**src/sv/mcppm_pkg.sv**
```systemverilog
// shared types, constants and helpers for the pulse period meter
package mcppm_pkg;

   // channel count and field widths
   localparam int NumChannels  = 4;
   localparam int ChanBits     = 2;
   localparam int CountBits    = 16;
   localparam int StampBits    = 32;
   localparam int DivBits      = 17;
   localparam int EnableBits   = 4;
   localparam int CsrDataBits  = 17;
   localparam int CsrIndexBits = 2;

   // request queue between front and back
   localparam int QueueDepth   = 2;
   localparam int QueuePtrBits = $clog2(QueueDepth);
   localparam int QueueCntBits = $clog2(QueueDepth + 1);

   // request type codes on the input channel
   localparam logic [1:0] REQ_OVERFLOW = 2'd0;
   localparam logic [1:0] REQ_CAPTURE  = 2'd1;
   localparam logic [1:0] REQ_READ     = 2'd2;

   // configuration register indexes
   localparam logic [CsrIndexBits-1:0] CSR_COUNTER_TOP    = 2'd0;
   localparam logic [CsrIndexBits-1:0] CSR_CLOCK_DIVIDER  = 2'd1;
   localparam logic [CsrIndexBits-1:0] CSR_CHANNEL_ENABLE = 2'd2;

   // fixed values
   localparam logic [CountBits-1:0] FullTop        = 16'hffff;
   localparam logic [StampBits-1:0] LostMark       = 32'hffff_ffff;
   localparam logic [DivBits-1:0]   DividerReset   = 17'd1;
   localparam logic [EnableBits-1:0] EnableReset   = 4'hf;

   // command classes held in the queue
   typedef enum logic [1:0] {
      CMD_OVERFLOW,
      CMD_CAPTURE,
      CMD_READ
   } cmd_type;

   typedef struct packed {
      cmd_type               cmd;
      logic [ChanBits-1:0]   channel;
      logic [CountBits-1:0]  count;
   } entry_type;

   typedef struct packed {
      logic [CountBits-1:0]  counter_top;
      logic [DivBits-1:0]    clock_divider;
      logic [EnableBits-1:0] channel_enable;
   } cfg_type;

   // front to queue
   typedef struct packed {
      logic      push;
      entry_type entry;
   } push_type;

   // queue to back
   typedef struct packed {
      logic      avail;
      entry_type entry;
   } head_type;

   // enable bits limited to channels that exist
   function automatic logic [EnableBits-1:0] active_mask(input logic [EnableBits-1:0] en);
      logic [EnableBits-1:0] m;
      for (int i = 0; i < EnableBits; i++) begin
         m[i] = en[i] && (i < NumChannels);
      end
      return m;
   endfunction

endpackage

```
**src/sv/mcppm_front.sv**
```systemverilog
// front end: accepts requests, drops those with no effect, queues the rest
module mcppm_front (
   input  logic                            req_valid,
   output logic                            req_stall,
   input  logic [1:0]                      req_req_type,
   input  logic [mcppm_pkg::ChanBits-1:0]  req_channel,
   input  logic [mcppm_pkg::CountBits-1:0] req_capture_count,
   input  logic [mcppm_pkg::CountBits-1:0] req_counter_now,
   input  mcppm_pkg::cfg_type              cfg,
   input  logic                            q_full,
   output mcppm_pkg::push_type             push
);

   logic [mcppm_pkg::EnableBits-1:0] mask;
   logic                             keep;
   mcppm_pkg::entry_type             entry;

   assign mask = mcppm_pkg::active_mask(cfg.channel_enable);

   // classify the request
   always_comb begin
      keep          = 1'b0;
      entry.cmd     = mcppm_pkg::CMD_READ;
      entry.channel = req_channel;
      entry.count   = req_counter_now;
      case (req_req_type)
         mcppm_pkg::REQ_OVERFLOW: begin
            // extension only counts at full range
            keep      = (cfg.counter_top == mcppm_pkg::FullTop);
            entry.cmd = mcppm_pkg::CMD_OVERFLOW;
         end
         mcppm_pkg::REQ_CAPTURE: begin
            keep        = mask[req_channel];
            entry.cmd   = mcppm_pkg::CMD_CAPTURE;
            entry.count = req_capture_count;
         end
         mcppm_pkg::REQ_READ: begin
            keep      = |mask;
            entry.cmd = mcppm_pkg::CMD_READ;
         end
         default: begin
            keep = 1'b0;
         end
      endcase
   end

   // handshake toward the queue
   assign req_stall  = q_full;
   assign push.push  = req_valid && !q_full && keep;
   assign push.entry = entry;

endmodule

```
**src/sv/mcppm_queue.sv**
```systemverilog
// short request queue between front and back
module mcppm_queue (
   input  logic                 clock,
   input  logic                 reset,
   input  mcppm_pkg::push_type  push,
   output logic                 full,
   input  logic                 pop,
   output mcppm_pkg::head_type  head
);

   mcppm_pkg::entry_type                   slot_ff [mcppm_pkg::QueueDepth];
   logic [mcppm_pkg::QueuePtrBits-1:0]     wr_ptr_ff, wr_ptr_in;
   logic [mcppm_pkg::QueuePtrBits-1:0]     rd_ptr_ff, rd_ptr_in;
   logic [mcppm_pkg::QueueCntBits-1:0]     cnt_ff, cnt_in;
   logic                                   do_push, do_pop;

   assign full    = (cnt_ff == mcppm_pkg::QueueCntBits'(mcppm_pkg::QueueDepth));
   assign do_push = push.push && !full;
   assign do_pop  = pop && (cnt_ff != '0);

   // pointer and fill count update
   always_comb begin
      wr_ptr_in = do_push ? wr_ptr_ff + 1'b1 : wr_ptr_ff;
      rd_ptr_in = do_pop  ? rd_ptr_ff + 1'b1 : rd_ptr_ff;
      cnt_in    = cnt_ff;
      if (do_push && !do_pop) begin
         cnt_in = cnt_ff + 1'b1;
      end else if (do_pop && !do_push) begin
         cnt_in = cnt_ff - 1'b1;
      end
   end

   always_ff @(posedge clock) begin
      if (reset) begin
         wr_ptr_ff <= '0;
         rd_ptr_ff <= '0;
         cnt_ff    <= '0;
      end else begin
         wr_ptr_ff <= wr_ptr_in;
         rd_ptr_ff <= rd_ptr_in;
         cnt_ff    <= cnt_in;
      end
   end

   // entry storage
   always_ff @(posedge clock) begin
      if (do_push) begin
         slot_ff[wr_ptr_ff] <= push.entry;
      end
   end

   assign head.avail = (cnt_ff != '0);
   assign head.entry = slot_ff[rd_ptr_ff];

endmodule

```
**src/sv/mcppm_back.sv**
```systemverilog
// back end: timer state, capture bookkeeping and the per-channel read walk
module mcppm_back (
   input  logic                            clock,
   input  logic                            reset,
   input  mcppm_pkg::cfg_type              cfg,
   input  mcppm_pkg::head_type             head,
   output logic                            pop,
   output logic                            rsp_valid,
   input  logic                            rsp_stall,
   output logic [mcppm_pkg::ChanBits-1:0]  rsp_out_channel,
   output logic [mcppm_pkg::StampBits-1:0] rsp_period,
   output logic                            rsp_signal_lost,
   output logic                            rsp_last_of_run
);

   typedef enum logic {
      ST_IDLE,
      ST_WALK
   } state_type;

   localparam int ProdBits = mcppm_pkg::StampBits + mcppm_pkg::DivBits;

   state_type                          state_ff, state_in;
   logic [mcppm_pkg::ChanBits-1:0]     ch_ff, ch_in;
   logic [mcppm_pkg::StampBits-1:0]    now_ff, now_in;
   logic [mcppm_pkg::CountBits-1:0]    ovf_ff, ovf_in;
   logic [mcppm_pkg::StampBits-1:0]    meas_ff [mcppm_pkg::NumChannels];
   logic [mcppm_pkg::StampBits-1:0]    meas_in [mcppm_pkg::NumChannels];
   logic [mcppm_pkg::StampBits-1:0]    cap_ff  [mcppm_pkg::NumChannels];
   logic [mcppm_pkg::StampBits-1:0]    cap_in  [mcppm_pkg::NumChannels];
   logic [mcppm_pkg::StampBits-1:0]    rep_ff  [mcppm_pkg::NumChannels];
   logic [mcppm_pkg::StampBits-1:0]    rep_in  [mcppm_pkg::NumChannels];
   logic [mcppm_pkg::StampBits-1:0]    rst_ff  [mcppm_pkg::NumChannels];
   logic [mcppm_pkg::StampBits-1:0]    rst_in  [mcppm_pkg::NumChannels];
   logic                               rsp_valid_ff, rsp_valid_in;
   logic [mcppm_pkg::ChanBits-1:0]     rsp_chan_ff, rsp_chan_in;
   logic [mcppm_pkg::StampBits-1:0]    rsp_period_ff, rsp_period_in;
   logic                               rsp_lost_ff, rsp_lost_in;
   logic                               rsp_last_ff, rsp_last_in;

   logic [mcppm_pkg::EnableBits-1:0]   mask;
   logic [mcppm_pkg::ChanBits-1:0]     last_ch;
   logic                               out_free;
   logic                               rsp_load;
   logic [ProdBits-1:0]                product;
   logic [mcppm_pkg::StampBits-1:0]    elapsed;
   logic [mcppm_pkg::StampBits-1:0]    limit;
   logic [mcppm_pkg::StampBits-1:0]    stamp;
   logic [mcppm_pkg::StampBits-1:0]    new_rep;

   assign mask = mcppm_pkg::active_mask(cfg.channel_enable);

   // highest enabled channel closes the run
   always_comb begin
      last_ch = '0;
      for (int i = 0; i < mcppm_pkg::EnableBits; i++) begin
         if (mask[i]) begin
            last_ch = mcppm_pkg::ChanBits'(i);
         end
      end
   end

   // per-channel datapath for the walk
   assign product  = {{mcppm_pkg::DivBits{1'b0}}, meas_ff[ch_ff]}
                   * {{mcppm_pkg::StampBits{1'b0}}, cfg.clock_divider};
   assign elapsed  = now_ff - cap_ff[ch_ff];
   assign limit    = {meas_ff[ch_ff][mcppm_pkg::StampBits-4:0], 3'b000};
   assign stamp    = {ovf_ff, head.entry.count};
   assign out_free = !rsp_valid_ff || !rsp_stall;

   // next state
   always_comb begin
      state_in      = state_ff;
      ch_in         = ch_ff;
      now_in        = now_ff;
      ovf_in        = ovf_ff;
      meas_in       = meas_ff;
      cap_in        = cap_ff;
      rep_in        = rep_ff;
      rst_in        = rst_ff;
      rsp_valid_in  = rsp_valid_ff && rsp_stall;
      rsp_chan_in   = rsp_chan_ff;
      rsp_period_in = rsp_period_ff;
      rsp_lost_in   = rsp_lost_ff;
      rsp_last_in   = rsp_last_ff;
      pop           = 1'b0;
      rsp_load      = 1'b0;
      new_rep       = rep_ff[ch_ff];
      case (state_ff)
         ST_IDLE: begin
            if (head.avail) begin
               pop = 1'b1;
               case (head.entry.cmd)
                  mcppm_pkg::CMD_OVERFLOW: begin
                     ovf_in = ovf_ff + 1'b1;
                  end
                  mcppm_pkg::CMD_CAPTURE: begin
                     meas_in[head.entry.channel] = stamp - cap_ff[head.entry.channel];
                     cap_in[head.entry.channel]  = stamp;
                  end
                  mcppm_pkg::CMD_READ: begin
                     now_in   = {ovf_ff, head.entry.count & cfg.counter_top};
                     ch_in    = '0;
                     state_in = ST_WALK;
                  end
                  default: begin
                     pop = 1'b1;
                  end
               endcase
            end
         end
         ST_WALK: begin
            if (!mask[ch_ff] || out_free) begin
               if (mask[ch_ff]) begin
                  // new stamp, silent too long, or repeat
                  if (rst_ff[ch_ff] != cap_ff[ch_ff]) begin
                     new_rep       = product[mcppm_pkg::StampBits-1:0];
                     rst_in[ch_ff] = cap_ff[ch_ff];
                  end else if (elapsed > limit) begin
                     new_rep = mcppm_pkg::LostMark;
                  end
                  rep_in[ch_ff] = new_rep;
                  rsp_load      = 1'b1;
                  rsp_valid_in  = 1'b1;
                  rsp_chan_in   = ch_ff;
                  rsp_period_in = new_rep;
                  rsp_lost_in   = (new_rep == mcppm_pkg::LostMark);
                  rsp_last_in   = (ch_ff == last_ch);
               end
               if (ch_ff == last_ch || ch_ff == '1) begin
                  state_in = ST_IDLE;
               end else begin
                  ch_in = ch_ff + 1'b1;
               end
            end
         end
         default: begin
            state_in = ST_IDLE;
         end
      endcase
   end

   // state and registered outputs
   always_ff @(posedge clock) begin
      if (reset) begin
         state_ff     <= ST_IDLE;
         ch_ff        <= '0;
         ovf_ff       <= '0;
         rsp_valid_ff <= 1'b0;
         for (int i = 0; i < mcppm_pkg::NumChannels; i++) begin
            meas_ff[i] <= {{(mcppm_pkg::StampBits - mcppm_pkg::CountBits){1'b0}},
                           mcppm_pkg::FullTop};
            cap_ff[i]  <= '0;
            rep_ff[i]  <= '0;
            rst_ff[i]  <= '0;
         end
      end else begin
         state_ff     <= state_in;
         ch_ff        <= ch_in;
         ovf_ff       <= ovf_in;
         rsp_valid_ff <= rsp_valid_in;
         meas_ff      <= meas_in;
         cap_ff       <= cap_in;
         rep_ff       <= rep_in;
         rst_ff       <= rst_in;
      end
      now_ff        <= now_in;
      rsp_chan_ff   <= rsp_chan_in;
      rsp_period_ff <= rsp_period_in;
      rsp_lost_ff   <= rsp_lost_in;
      rsp_last_ff   <= rsp_last_in;
   end

   assign rsp_valid       = rsp_valid_ff;
   assign rsp_out_channel = rsp_chan_ff;
   assign rsp_period      = rsp_period_ff;
   assign rsp_signal_lost = rsp_lost_ff;
   assign rsp_last_of_run = rsp_last_ff;

   // queue is only drained between runs
   a_pop_idle: assert property (@(posedge clock) disable iff (reset)
      pop |-> state_ff == ST_IDLE)
      else $error("queue popped during a read walk");

   // overflow advances the extension by exactly one
   a_ovf_step: assert property (@(posedge clock) disable iff (reset)
      (pop && head.entry.cmd == mcppm_pkg::CMD_OVERFLOW) |=> ovf_ff == $past(ovf_ff) + 1'b1)
      else $error("overflow count did not advance");

   // the last result of a run ends the walk
   a_last_ends: assert property (@(posedge clock) disable iff (reset)
      (rsp_load && rsp_last_in) |=> state_ff == ST_IDLE)
      else $error("walk continued past the last enabled channel");

   // results only come from enabled channels
   a_enabled_only: assert property (@(posedge clock) disable iff (reset)
      rsp_load |-> mask[ch_ff])
      else $error("result from a disabled channel");

   // lost flag agrees with the held period
   a_lost_flag: assert property (@(posedge clock) disable iff (reset)
      rsp_valid_ff |-> rsp_lost_ff == (rsp_period_ff == mcppm_pkg::LostMark))
      else $error("lost flag does not match period");

endmodule

```
**src/sv/multi_channel_pulse_period_meter_core.sv**
```systemverilog
// top level of the four-channel pulse period meter
// results: a read waits in the queue, then is popped into the walk state, which
//    loads the registered outputs, one result per enabled channel, lowest first
// execution: overflow and capture requests finish in the idle state when popped;
//    a read walks each channel up to the last enabled one, holding on rsp_stall;
//    no request is popped mid-walk; one multiply and compare path serves the walk
// reset: synchronous; clears the queue, overflow count, stamps and reports,
//    and loads counter_top 65535, divider 1, all channels enabled
module multi_channel_pulse_period_meter_core (
   input  logic                               clock,
   input  logic                               reset,
   // configuration writes
   input  logic                               csr_write_enable,
   input  logic [mcppm_pkg::CsrIndexBits-1:0] csr_index,
   input  logic [mcppm_pkg::CsrDataBits-1:0]  csr_write_data,
   // request channel
   input  logic                               req_valid,
   output logic                               req_stall,
   input  logic [1:0]                         req_req_type,
   input  logic [mcppm_pkg::ChanBits-1:0]     req_channel,
   input  logic [mcppm_pkg::CountBits-1:0]    req_capture_count,
   input  logic [mcppm_pkg::CountBits-1:0]    req_counter_now,
   // result channel
   output logic                               rsp_valid,
   input  logic                               rsp_stall,
   output logic [mcppm_pkg::ChanBits-1:0]     rsp_out_channel,
   output logic [mcppm_pkg::StampBits-1:0]    rsp_period,
   output logic                               rsp_signal_lost,
   output logic                               rsp_last_of_run
);

   mcppm_pkg::cfg_type  cfg_ff, cfg_in;
   mcppm_pkg::push_type push;
   mcppm_pkg::head_type head;
   logic                q_full;
   logic                pop;

   // configuration registers
   always_comb begin
      cfg_in = cfg_ff;
      if (csr_write_enable) begin
         case (csr_index)
            mcppm_pkg::CSR_COUNTER_TOP: begin
               cfg_in.counter_top = csr_write_data[mcppm_pkg::CountBits-1:0];
            end
            mcppm_pkg::CSR_CLOCK_DIVIDER: begin
               cfg_in.clock_divider = csr_write_data[mcppm_pkg::DivBits-1:0];
            end
            mcppm_pkg::CSR_CHANNEL_ENABLE: begin
               cfg_in.channel_enable = csr_write_data[mcppm_pkg::EnableBits-1:0];
            end
            default: begin
               cfg_in = cfg_ff;
            end
         endcase
      end
   end

   always_ff @(posedge clock) begin
      if (reset) begin
         cfg_ff.counter_top    <= mcppm_pkg::FullTop;
         cfg_ff.clock_divider  <= mcppm_pkg::DividerReset;
         cfg_ff.channel_enable <= mcppm_pkg::EnableReset;
      end else begin
         cfg_ff <= cfg_in;
      end
   end

   // request classification
   mcppm_front u_front (
      .req_valid         (req_valid),
      .req_stall         (req_stall),
      .req_req_type      (req_req_type),
      .req_channel       (req_channel),
      .req_capture_count (req_capture_count),
      .req_counter_now   (req_counter_now),
      .cfg               (cfg_ff),
      .q_full            (q_full),
      .push              (push)
   );

   // decoupling queue
   mcppm_queue u_queue (
      .clock (clock),
      .reset (reset),
      .push  (push),
      .full  (q_full),
      .pop   (pop),
      .head  (head)
   );

   // execution and result generation
   mcppm_back u_back (
      .clock           (clock),
      .reset           (reset),
      .cfg             (cfg_ff),
      .head            (head),
      .pop             (pop),
      .rsp_valid       (rsp_valid),
      .rsp_stall       (rsp_stall),
      .rsp_out_channel (rsp_out_channel),
      .rsp_period      (rsp_period),
      .rsp_signal_lost (rsp_signal_lost),
      .rsp_last_of_run (rsp_last_of_run)
   );

endmodule

```
**config.mk**
```make
export PLATFORM = sky130hd
export DESIGN_NAME = multi_channel_pulse_period_meter_core
export DESIGN_NICKNAME = d
export VERILOG_FILES = /design/src/sv/mcppm_pkg.sv /design/src/sv/mcppm_front.sv /design/src/sv/mcppm_queue.sv /design/src/sv/mcppm_back.sv /design/src/sv/multi_channel_pulse_period_meter_core.sv
export SDC_FILE = /design/constraint.sdc
export NUM_CORES = 2
export LEC_CHECK = 0
export CORE_UTILIZATION = 55
export DETAILED_ROUTE_END_ITERATION = 8
export DONT_BUFFER_PORTS = 1
export HOLD_SLACK_MARGIN = 0.15
export PLACE_DENSITY = 0.7
export SLEW_MARGIN = 20
export SYNTH_ARGS = -nofsm -noshare
export SYNTH_HDL_FRONTEND = slang
export SYNTH_HIERARCHICAL = 1
export SYNTH_SLANG_ARGS = --single-unit
```
**constraint.sdc**
```tcl
create_clock -name clock -period 22.2 [get_ports clock]
set_clock_uncertainty 0.05 [all_clocks]
set_input_delay 2.22 -clock clock [delete_from_list [all_inputs] [get_ports clock]]
set_output_delay 2.22 -clock clock [all_outputs]
set_load 0.01 [all_outputs]
```
==> run metrics <==
status=finished with violations; Worst VDD drop=0.115 mV; complex-gate fraction of the synthesized area=0.110; nets@finish=5327; r2r setup slk=13.01 ns; largest net degree at the start of global routing=615; Req. time, crit path=22.53 ns; IO buf count=0; Routed WL=122000 um; Skew-Pair Late Insertion Delay=0.65 ns; Final GP Congestion=0.911; placed instance area=45200 sq um; Max Cap Viol=0; Final setup viols=0; Die ar.=82700 sq um; Post-synth EDFFs=108; hold_buf cts=0; critical path launch point type=register; failing checks=max-slew violations; vias after detailed routing=34.7k; area leader, netlist=dfxtp_1; initial antenna violation count=3; CP Launch Point=u_back/ch_ff[0]; max incr delay on CP=0.82 ns; CTS tree=done; synth unique cells=80; unrepaired setup endpoints after global routing=false; cell count of the worst reg-to-reg path=24; Post-synth ARST share=0; Synth top area share=0.256; Max Slew Vio Count=486; CTS Root Cell=clkbuf_16; Die Wd=287 um; Setup TNS=0 ns; CP endpoint kind=register; Crit Path Class=register to register; min-delay src=u_back/rst_ff[21]; mux contribution to synthesized area=0.0989; post-route cell area=47800 sq um; reg2reg start=u_back/ch_ff[0]; vias per inst=5.88; Num CTS Buffers=75; top achievable clock speed=109 MHz; DRT Pass-1 Iters=6; Post-synth top cells=951 x nand2_1, 574 x dfxtp_1, 539 x inv_1, 485 x a21oi_1, 400 x nor2_1; ys flop type=dfxtp_1; Hold Path Stages=2; Yosys reg bits=682; top-count cell post-synth=nand2_1; Power Dens Cells=96.5 nW/um^2; cell count after synthesis=4962; # Post-CTS Setup Buffers=0; vias in the first global route=34.4k; min Tclk post-route=9.19 ns; Fin. Hold Viols=0; dpl ws=13.16 ns; Reg clk slew, reported paths=0.06 ns; Leakage=0.0183 uW; CP most frequent cell=fa_1; starting density of the core=0.557; Max Root-Sink Buffers=3; CP max-delay cell=mux4_2; xor/xnor share of the synthesized area=0.0310; Slew HR=-0.767; Hold Crit Endpoint=u_back/rst_ff[21]; Iteration-0 DRC Markers=3004; first-pass GRT wire length=192000 um; adder-cell share of the synthesized area=0.189; fin worst setup slack=13.01 ns; proportion of layout cells with a drive suffix above 1=0.0848; CP cell instances=buf_4 > mux4_2 > nand2_1 > fa_1 > fa_1 > fa_1 > inv_1 > fa_1 > fa_1 > inv_1 > fa_1 > inv_1 > ha_1 > o21ai_0 > a21boi_0 > o31ai_1 > o21ai_0 > o41ai_1 > o21bai_1 > a21o_1 > a21oi_1 > xnor2_1 > a21oi_2 > a211oi_1; actual slew at the worst max-slew pin=2.65 ns; synthesized area per cell=9.03 sq um; largest family of logic cells by synthesized area=adder cells; dpl hpwl=80500 um; die height=287 um; Hold/Removal Path Class=register to register; Tcrit/Tclk final=0.414; post-synthesis sequential area ratio=0.329; row cnt=104; Critical Path AT=9.52 ns; Area contributors post-synth=dfxtp_1 26%, fa_1 14%, mux4_2 8.1%; drt wl/cell=20.7 um; Tot GR Track Use=0.298; Mapped Area=44800 sq um; GRT overflow=0; CP max FO=28; I/O pin total=98; Post-Synth Simple-Gate Area=0.168; post-cts sizing count=0; layout overhead on the synthesized area=6.58%; core area=80500 sq um; DRC=0; CTS sink count=682; CTS HTree Levels=3; syn_nets=5507; Yosys warning total=6; Routed Antenna Nets=0; worst reg2reg endpoint=u_back/rep_ff[62]
flip-flops by register name (all words and copies together), names as in the netlist, 2 cells and up, named ones only:
name,cells
u_back/cap_ff,128
u_back/rsp_out_channel,2
u_queue/cnt_ff,2
u_back/rep_ff,128
u_back/meas_ff,128
u_back/ch_ff,2
cfg_ff,37
u_back/now_ff,32
u_queue/slot_ff,40
u_back/rsp_period,32
u_back/ovf_ff,16
u_back/rst_ff,128
report_power, final:
group	total [uW]	switching [uW]	internal (uW)
Clock	1260	539	720
Combinational	1920	1270	650
Sequential	1430	61.4	1370
Total	4610	1880	2740
critical path, delay by kind of cell (launching register included):
kind / cells / cell delay [ns]
muxes: 1 / 0.82
and+or+nand+nor: 1 / 0.20
adders and majority gates: 7 / 3.25
xor gates and xnor gates: 1 / 0.10
DFF: 1 / 0.74
AOI/OAI and AO/OA: 10 / 2.99
buffers and inverters: 4 / 0.77
cells by family (layout without fill, tap and decap cells):
family	after synthesis	in the layout
XOR/XNOR	158	158
multiplexers	237	237
AND/OR/NAND/NOR	1743	1743
other	0	2
flip-flops	682	682
AO/OA/AOI/OAI	819	819
adder cells (fa/ha/maj)	485	485
buffers and inverters	838	720
area by class of cell:
| class | instances | area (sq um) |
|---|---|---|
| clock inverter | 37 | 399 |
| tap | 1060 | 1330 |
| timing repair buffer | 42 | 328 |
| inverter | 539 | 2020 |
| antenna | 2 | 5.00 |
| clock buffer | 102 | 2130 |
| fill | 6907 | 32800 |
| sequential | 682 | 14700 |
| multi-input combinational | 3442 | 26800 |
metal layers:
layer / up-vias / GRT usage / wire length, um
li1: 15914 / - / -
met3: 250 / 0.0370 / 7900
met4: 2 / 0.117 / 4630
met5: - / 0 / 13
met1: 17300 / 0.392 / 50600
met2: 1232 / 0.501 / 59200
per-stage QoR:
stage / util / total power, uW / cells / hold WS (ns)
6_report: 0.593 / 4610 / 5906 / 0.402
5_1_grt: 0.593 / 4850 / 5904 / 0.418
4_1_cts: 0.593 / 4600 / 5904 / 0.401
3_5_place_dp: 0.562 / 3340 / 5765 / 0.393
3_3_place_gp: 0.562 / 3310 / 5765 / 0.388
2_1_floorplan: - / 2760 / 4962 / 0.380
cell usage in the layout (no fill, tap or decap), drive strengths merged, types with 27 or more instances in the layout:
cell      n
a211o    58
clkinv   28
clkbuf  102
nand4    27
o21ai    71
nand2b   47
a21o     33
nor3     29
ha      164
fa      321
nand3    30
buf      42
o21a     35
a211oi   56
mux2     37
dfxtp   574
edfxtp  108
inv     542
mux4    161
mux2i    39
nand2   951
xnor2   102
nor2    401
and2    166
xor2     56
a21oi   489
how the worst max path moves through the flow:
| stage | to | slack [ns] | depth (start not counted) |
|---|---|---|---|
| final | u_back/rep_ff[62] | 13.01 | 24 |
| after global routing | u_back/rsp_signal_lost | 12.45 | 24 |
| after CTS | u_back/rsp_signal_lost | 13.13 | 24 |
| after detailed placement | u_back/rsp_signal_lost | 13.16 | 24 |
| after global placement | u_back/rsp_signal_lost | 13.30 | 24 |
| after floorplan | u_back/rsp_signal_lost | 13.50 | 32 |
No activity file was read; power rests on OpenSTA's default activity.
